===== src/sv/vbc_pkg.sv =====
// ----------------------------------------------------------------------------
// vbc_pkg
// Shared types, constants and alphabet maps for the Vigenere byte cipher.
// ----------------------------------------------------------------------------
`default_nettype none

package vbc_pkg;

	localparam int KEY_DEPTH_DEF = 64;
	localparam int ALPHA_SIZE    = 118;
	localparam int POS_W         = 7;
	localparam int KIDX_W        = 6;
	localparam int KLEN_W        = 7;

	typedef enum logic {
		OP_KEY_WRITE = 1'b0,
		OP_TEXT      = 1'b1
	} opcode_t;

	typedef enum logic {
		CFG_MODE       = 1'b0,
		CFG_KEY_LENGTH = 1'b1
	} cfg_index_t;

	typedef enum logic {
		MODE_ENCRYPT = 1'b0,
		MODE_DECRYPT = 1'b1
	} mode_t;

	// text byte and the key byte it is paired with
	typedef struct packed {
		logic [7:0] text_byte;
		logic [7:0] key_byte;
	} pair_t;

	// byte to 1-based alphabet position, 0 when not a letter
	function automatic logic [POS_W-1:0] to_pos(input logic [7:0] b);
		logic [7:0] p;
		p = 8'd0;
		if (b >= 8'hE0 && b <= 8'hE5) p = b - 8'hE0 + 8'd1;
		else if (b == 8'hB8) p = 8'd7;
		else if (b >= 8'hE6) p = b - 8'hE6 + 8'd8;
		else if (b >= 8'hC0 && b <= 8'hC5) p = b - 8'hC0 + 8'd34;
		else if (b == 8'hA8) p = 8'd40;
		else if (b >= 8'hC6 && b <= 8'hDF) p = b - 8'hC6 + 8'd41;
		else if (b >= 8'h61 && b <= 8'h7A) p = b - 8'h61 + 8'd67;
		else if (b >= 8'h41 && b <= 8'h5A) p = b - 8'h41 + 8'd93;
		return p[POS_W-1:0];
	endfunction

	// alphabet position back to its byte
	function automatic logic [7:0] to_byte(input logic [POS_W-1:0] p);
		logic [7:0] pe;
		logic [7:0] b;
		pe = {1'b0, p};
		b  = 8'd0;
		if (pe >= 8'd1 && pe <= 8'd6) b = 8'hE0 + pe - 8'd1;
		else if (pe == 8'd7) b = 8'hB8;
		else if (pe >= 8'd8 && pe <= 8'd33) b = 8'hE6 + pe - 8'd8;
		else if (pe >= 8'd34 && pe <= 8'd39) b = 8'hC0 + pe - 8'd34;
		else if (pe == 8'd40) b = 8'hA8;
		else if (pe >= 8'd41 && pe <= 8'd66) b = 8'hC6 + pe - 8'd41;
		else if (pe >= 8'd67 && pe <= 8'd92) b = 8'h61 + pe - 8'd67;
		else if (pe >= 8'd93 && pe <= 8'd118) b = 8'h41 + pe - 8'd93;
		return b;
	endfunction

endpackage

`default_nettype wire


===== src/sv/vbc_key_stage.sv =====
// ----------------------------------------------------------------------------
// vbc_key_stage
// Key store, rotating key pointer and the first pipeline register.
// ----------------------------------------------------------------------------
`default_nettype none

module vbc_key_stage #(
	parameter int KEY_DEPTH = vbc_pkg::KEY_DEPTH_DEF
) (
	input  wire logic                        clk,
	input  wire logic                        arst_n,
	input  wire logic                        in_valid,
	output logic                             in_ready,
	input  wire vbc_pkg::opcode_t            opcode,
	input  wire logic [vbc_pkg::KIDX_W-1:0]  key_index,
	input  wire logic [7:0]                  data_byte,
	input  wire logic                        message_start,
	input  wire logic [vbc_pkg::KLEN_W-1:0]  key_length,
	output logic                             out_valid,
	input  wire logic                        out_ready,
	output vbc_pkg::pair_t                   pair
);
	import vbc_pkg::*;

	localparam int PTR_W = (KEY_DEPTH > 1) ? $clog2(KEY_DEPTH) : 1;
	localparam int CNT_W = PTR_W + 1;
	localparam int LW    = (CNT_W > KLEN_W) ? CNT_W : KLEN_W;

	logic [7:0]       key_mem [KEY_DEPTH];
	logic [PTR_W-1:0] ptr_q;
	logic             valid_s1;
	pair_t            pair_s1;

	logic [LW-1:0] klen_w, len, cur, cur_inc, nxt, kidx_w;
	logic          accept, wr_en, rd_en;

	assign in_ready = !valid_s1 || out_ready;
	assign accept   = in_valid && in_ready;
	assign wr_en    = accept && (opcode == OP_KEY_WRITE) && (kidx_w < LW'(KEY_DEPTH));
	assign rd_en    = accept && (opcode == OP_TEXT);
	assign kidx_w   = LW'(key_index);
	assign klen_w   = LW'(key_length);

	// clamp length to 1..KEY_DEPTH, pick slot, compute the next pointer
	always_comb begin
		if (klen_w == '0) len = LW'(1);
		else if (klen_w > LW'(KEY_DEPTH)) len = LW'(KEY_DEPTH);
		else len = klen_w;

		cur = message_start ? '0 : LW'(ptr_q);
		if (cur >= len) cur = '0;

		cur_inc = cur + LW'(1);
		nxt     = (cur_inc >= len) ? '0 : cur_inc;
	end

	always_ff @(posedge clk or negedge arst_n) begin
		if (!arst_n) begin
			ptr_q    <= '0;
			valid_s1 <= 1'b0;
		end else begin
			if (rd_en) ptr_q <= nxt[PTR_W-1:0];
			if (in_ready) valid_s1 <= rd_en;
		end
	end

	always_ff @(posedge clk) begin
		if (wr_en) key_mem[kidx_w[PTR_W-1:0]] <= data_byte;
		if (rd_en) begin
			pair_s1.key_byte  <= key_mem[cur[PTR_W-1:0]];
			pair_s1.text_byte <= data_byte;
		end
	end

	assign out_valid = valid_s1;
	assign pair      = pair_s1;

endmodule

`default_nettype wire


===== src/sv/vbc_cipher_stage.sv =====
// ----------------------------------------------------------------------------
// vbc_cipher_stage
// Alphabet maps, mod-118 add or subtract, and the result register.
// ----------------------------------------------------------------------------
`default_nettype none

module vbc_cipher_stage (
	input  wire logic           clk,
	input  wire logic           arst_n,
	input  wire logic           in_valid,
	output logic                in_ready,
	input  wire vbc_pkg::pair_t pair,
	input  wire vbc_pkg::mode_t mode,
	output logic                out_valid,
	input  wire logic           out_ready,
	output logic [7:0]          out_byte,
	output logic                text_known,
	output logic                key_known
);
	import vbc_pkg::*;

	logic [POS_W-1:0] tp, kp, r;
	logic [POS_W:0]   sum;
	logic             valid_q;
	logic [7:0]       byte_q;
	logic             tknown_q, kknown_q;

	always_comb begin
		tp = to_pos(pair.text_byte);
		kp = to_pos(pair.key_byte);
		unique case (mode)
			MODE_ENCRYPT: sum = {1'b0, tp} + {1'b0, kp};
			MODE_DECRYPT: sum = {1'b0, tp} + (POS_W+1)'(ALPHA_SIZE) - {1'b0, kp};
			default:      sum = '0;
		endcase
		// sum <= 2*118, so one conditional subtract finishes the modulo
		if (sum >= (POS_W+1)'(ALPHA_SIZE)) r = POS_W'(sum - (POS_W+1)'(ALPHA_SIZE));
		else r = sum[POS_W-1:0];
		if (r == '0) r = POS_W'(ALPHA_SIZE);
	end

	assign in_ready = !valid_q || out_ready;

	always_ff @(posedge clk or negedge arst_n) begin
		if (!arst_n) begin
			valid_q <= 1'b0;
		end else if (in_ready) begin
			valid_q <= in_valid;
		end
	end

	always_ff @(posedge clk) begin
		if (in_valid && in_ready) begin
			byte_q   <= to_byte(r);
			tknown_q <= (tp != '0);
			kknown_q <= (kp != '0);
		end
	end

	assign out_valid  = valid_q;
	assign out_byte   = byte_q;
	assign text_known = tknown_q;
	assign key_known  = kknown_q;

endmodule

`default_nettype wire


===== src/sv/vigenere_byte_cipher_core.sv =====
// ----------------------------------------------------------------------------
// vigenere_byte_cipher_core
// Vigenere cipher over a 118-letter Windows-1251 Cyrillic + Latin alphabet.
// ----------------------------------------------------------------------------
//
// channel | dir | payload
// --------+-----+-----------------------------------------------------------
// s_*     | in  | tuser: opcode; tdata: key_index, data_byte, message_start
// m_*     | out | tdata: out_byte; tuser: text_known, key_known
// cfg_*   | in  | cfg_index 0 = mode, 1 = key_length; no read-back
//
// Throughput is one word per cycle while m_tready does not stall. A text word
// passes through the registered key store read and then the alphabet maps and
// mod-118 arithmetic into the result register before it shows up on m_*.
// Key-store writes produce no output word. arst_n clears the pointer, the
// valid flags and the config registers (mode 0, key_length 1); the key store
// itself is not cleared. A stalled m_tready holds the result register and
// backs up into the key stage; s_tready drops only when both stages are full.
// ----------------------------------------------------------------------------
`default_nettype none

module vigenere_byte_cipher_core #(
	parameter int KEY_DEPTH = vbc_pkg::KEY_DEPTH_DEF
) (
	input  wire logic                        clk,
	input  wire logic                        arst_n,

	input  wire logic                        s_tvalid,
	output logic                             s_tready,
	input  wire logic [15:0]                 s_tdata,   // key_index[5:0], data_byte[13:6],
	                                                    // message_start[14], zero[15]
	input  wire logic [0:0]                  s_tuser,   // opcode[0]

	output logic                             m_tvalid,
	input  wire logic                        m_tready,
	output logic [7:0]                       m_tdata,   // out_byte[7:0]
	output logic [1:0]                       m_tuser,   // text_known[0], key_known[1]

	input  wire logic                        cfg_we,
	input  wire logic [0:0]                  cfg_index,
	input  wire logic [vbc_pkg::KLEN_W-1:0]  cfg_data
);
	import vbc_pkg::*;

	// config registers
	mode_t             mode_q;
	logic [KLEN_W-1:0] key_length_q;

	always_ff @(posedge clk or negedge arst_n) begin
		if (!arst_n) begin
			mode_q       <= MODE_ENCRYPT;
			key_length_q <= KLEN_W'(1);
		end else if (cfg_we) begin
			unique case (cfg_index_t'(cfg_index))
				CFG_MODE:       mode_q <= mode_t'(cfg_data[0]);
				CFG_KEY_LENGTH: key_length_q <= cfg_data;
				default:        ;
			endcase
		end
	end

	// input word unpack
	opcode_t           opcode;
	logic [KIDX_W-1:0] key_index;
	logic [7:0]        data_byte;
	logic              message_start;

	assign opcode        = opcode_t'(s_tuser[0]);
	assign key_index     = s_tdata[5:0];
	assign data_byte     = s_tdata[13:6];
	assign message_start = s_tdata[14];

	// stage 1 -> stage 2
	logic  valid_s1, ready_s1;
	pair_t pair_s1;

	vbc_key_stage #(
		.KEY_DEPTH(KEY_DEPTH)
	) u_key (
		.clk          (clk),
		.arst_n       (arst_n),
		.in_valid     (s_tvalid),
		.in_ready     (s_tready),
		.opcode       (opcode),
		.key_index    (key_index),
		.data_byte    (data_byte),
		.message_start(message_start),
		.key_length   (key_length_q),
		.out_valid    (valid_s1),
		.out_ready    (ready_s1),
		.pair         (pair_s1)
	);

	logic text_known, key_known;

	vbc_cipher_stage u_cipher (
		.clk       (clk),
		.arst_n    (arst_n),
		.in_valid  (valid_s1),
		.in_ready  (ready_s1),
		.pair      (pair_s1),
		.mode      (mode_q),
		.out_valid (m_tvalid),
		.out_ready (m_tready),
		.out_byte  (m_tdata),
		.text_known(text_known),
		.key_known (key_known)
	);

	assign m_tuser = {key_known, text_known};

endmodule

`default_nettype wire


===== config.mk =====
export PLATFORM = sky130hd
export DESIGN_NAME = vigenere_byte_cipher_core
export DESIGN_NICKNAME = d
export VERILOG_FILES = /design/src/sv/vbc_pkg.sv /design/src/sv/vbc_key_stage.sv /design/src/sv/vbc_cipher_stage.sv /design/src/sv/vigenere_byte_cipher_core.sv
export SDC_FILE = /design/constraint.sdc
export NUM_CORES = 1
export LEC_CHECK = 0
export BUFFER_PORTS_ARGS = -buffer_cell sky130_fd_sc_hd__buf_2
export CORE_MARGIN = 1
export CORE_UTILIZATION = 45
export CTS_BUF_LIST = sky130_fd_sc_hd__clkbuf_8 sky130_fd_sc_hd__clkbuf_16
export DETAILED_ROUTE_END_ITERATION = 8
export PLACE_DENSITY_LB_ADDON = 0.08
export SLEW_MARGIN = 0
export SYNTH_ARGS = -nofsm -noshare
export SYNTH_HDL_FRONTEND = slang
export SYNTH_SLANG_ARGS = --single-unit

===== constraint.sdc =====
create_clock -name clk -period 10.7 [get_ports clk]
set_input_delay 1.605 -clock clk [delete_from_list [all_inputs] [get_ports clk]]
set_output_delay 1.605 -clock clk [all_outputs]
set_load 0.01 [all_outputs]

==> metrics.cfg <==
[status]
status=finished, final reports clean

[die]
fp.dieH_um=245
initial_core_util_pct=45.7
die_area_um2=60000
die_x_um=245
pin_count=42
rows=88
core_area_um2=58000

[cells_and_area]
nNetsFinal=2113
syn_to_final_growth_pct=10.3
fill_cells=4895
drive_gt1_share_pct=12.4
layout.cells.most_common=edfxtp_1
most-common-layout-cells=edfxtp_1 (538), mux2i_1 (176), nor2_1 (144), o21ai_0 (127), a21oi_1 (94)

[clocking]
hold_buffers=0
cts_setup_buffers=0
clock_latency_ns=0.64
cts_buffers=59
cts_max_level=2
ctsResizeCount=0
root_buffer=clkbuf_16
clk_pin_slew_ns=0.06
cts_buffer_depth=3
cts_sinks=554
cts_tree=yes

[worst_setup_path]
slowest_stage=a211oi_1
critPathMaxFanout=10
cp-end-kind=register
crit_type=reg -> reg
required_ns=11.04
arrival_ns=9.55
critPathMaxStageDelay_ns=0.88
cp-start-kind=register

[logic_synthesis]
yosysSeqAreaShare_pct=62.4
syn_inst=2001
netlist_area_um2=26500
synth.distinct_cells=93
ys.warnings.count=0
ys_ff_latch=554
synth_fp_nets=2106
synth-edff-count=538
syn_area_per_cell_um2=13.3
async_flop_share_pct=2.89
synthFlopType=edfxtp_1

[pwr]
ir_drop_mv=0.137
p_leak_nw=9.46
powerDensity_nw_per_um2=207

[place]
placement.io_buffers=40
dp_hpwl_um=42100
pre_cts_ws_ns=1.65
gp_congestion=0.877

[global_route]
grt-ovfl-total=0
grt_max_degree=98
grt_antenna_before_repair=5
grt_pass1_wl_um=104000
grt_usage_pct=22.8
grt_pass1_vias=16600

[detailed_routing]
drc=0
drt_first_pass_iters=5
detail-route-antenna-nets=0
via_per_inst=6.05
drt_iter0_markers=1641
routed_wl_um=68700
num_vias=17100
wl_per_cell_um=24.3

[sta]
min_period_over_period_pct=86.1
fin_skew_ns=0.0494
maxSlewViolCount=0
maxSlewHeadroom_pct=28.7
rsz0062_at_grt=no
min_period_ns=9.21
hold_viol=0
worst_slew_pin_slew_ns=1.06
setup_viol=0
setup_tns_ns=0
clock.fmax_mhz=109
setup_ws_ns=1.49

[job]
max_cap_viol_count=0

[hold_path]
hold_class=reg -> reg

==> final cells by class <==
type | count | area [um2] | share of cell area (%)
clock buffers | 59 | 1480 | 5.04
clock inverters | 50 | 315 | 1.08
well taps | 765 | 957 | 3.27
repair buffers | 67 | 415 | 1.42
inverters | 65 | 245 | 0.837
diodes | 3 | 7.51 | 0.0256
multi-input cells | 1261 | 9310 | 31.8
flip-flops and latches | 554 | 16600 | 56.5
==> flip-flops by register name, summed over array words and instances (netlist names) <==
signal / count
u_cipher.text_known: 1
u_cipher.key_known: 1
mode_q: 1
u_cipher.out_byte: 8
key_length_q: 7
u_key.key_mem: 512
u_cipher.out_valid: 1
u_key.pair: 16
u_key.ptr_q: 6
u_key.out_valid: 1
==> routing by layer <==
layer / GRT usage (%) / up-vias / routed length [um] / share of wire (%)
met1: 32.0 / 8581 / 30600 / 44
met5: 0 / - / 23 / 0.033
met3: 2.88 / 80 / 3940 / 5.7
met4: 5.83 / 4 / 1280 / 1.9
met2: 37.5 / 505 / 32900 / 48
li1: - / 7902 / - / -
==> Yosys cell counts, drive strengths merged (25+ instances only) <==
cell / instances / share of area, %
inv: 64 / 0.91
clkbuf: 93 / 1.3
nor2: 145 / 2.1
ha: 73 / 3.4
buf: 28 / 0.48
o211ai: 63 / 1.8
a21oi: 96 / 1.9
o22ai: 26 / 0.64
nor3: 41 / 0.81
edfxtp: 538 / 61
nand2: 71 / 1.0
o221a: 48 / 2.0
nand3: 25 / 0.47
mux2i: 176 / 6.6
a211oi: 39 / 1.1
o21ai: 132 / 2.5
==> where the power goes <==
group | leakage, nW | switching (W) | internal [W]
combinational | 3.53 | 0.00110 | 0.000608
clock | 0.891 | 0.000862 | 0.00103
sequential | 5.04 | 0.0000297 | 0.00244
==> stage by stage <==
step,instance area (um2),util (%),cells,total power [W],hold slack (ns)
global route,29300,50.5,2821,0.00634,0.477
detailed placement,27500,47.4,2712,0.00420,0.469
floorplan,26500,-,2001,0.00371,0.449
global placement,27500,47.4,2712,0.00420,0.463
CTS,29300,50.5,2821,0.00610,0.448
finish,29300,50.5,2824,0.00608,0.455
==> final timing paths <==
kind                                                       end  slack [ns]  cells after the start                        start
worst max-delay path            u_cipher.out_byte[1]$_DFFE_PP_        1.49                     30      u_key.pair[9]$_DFFE_PP_
worst min-delay path            u_cipher.out_valid$_DFFE_PN0P_        0.45                      1  u_key.out_valid$_DFFE_PN0N_
max in group asynchronous          key_length_q[0]$_DFFE_PN1P_        9.51                      1                       arst_n
worst max register to register  u_cipher.out_byte[1]$_DFFE_PP_        1.49                     30      u_key.pair[9]$_DFFE_PP_
min in group asynchronous           u_key.ptr_q[2]$_DFFE_PN0P_        0.88                      1                       arst_n
worst min register to register  u_cipher.out_valid$_DFFE_PN0P_        0.45                      1  u_key.out_valid$_DFFE_PN0N_
==> cells by family after synthesis <==
| logic type | Yosys count | synth area share, % |
|---|---|---|
| AND/OR/NAND/NOR | 378 | 6.86 |
| multiplexers | 195 | 7.46 |
| XOR/XNOR | 33 | 1.09 |
| AO/OA/AOI/OAI | 580 | 15.9 |
| adder cells (fa/ha/maj) | 75 | 3.59 |
| flip-flops | 554 | 62.4 |
| buffers and inverters | 186 | 2.72 |
==> worst max-delay path, delay by kind of cell (launching register included) <==
family          cells  cell delay [ns]
compound gates     15             4.61
flops               1             0.55
mux                 2             1.00
fa+ha+maj           4             1.42
buf+inv             4             0.53
simple gates        5             0.86
Power figures use the tool's default switching activity.
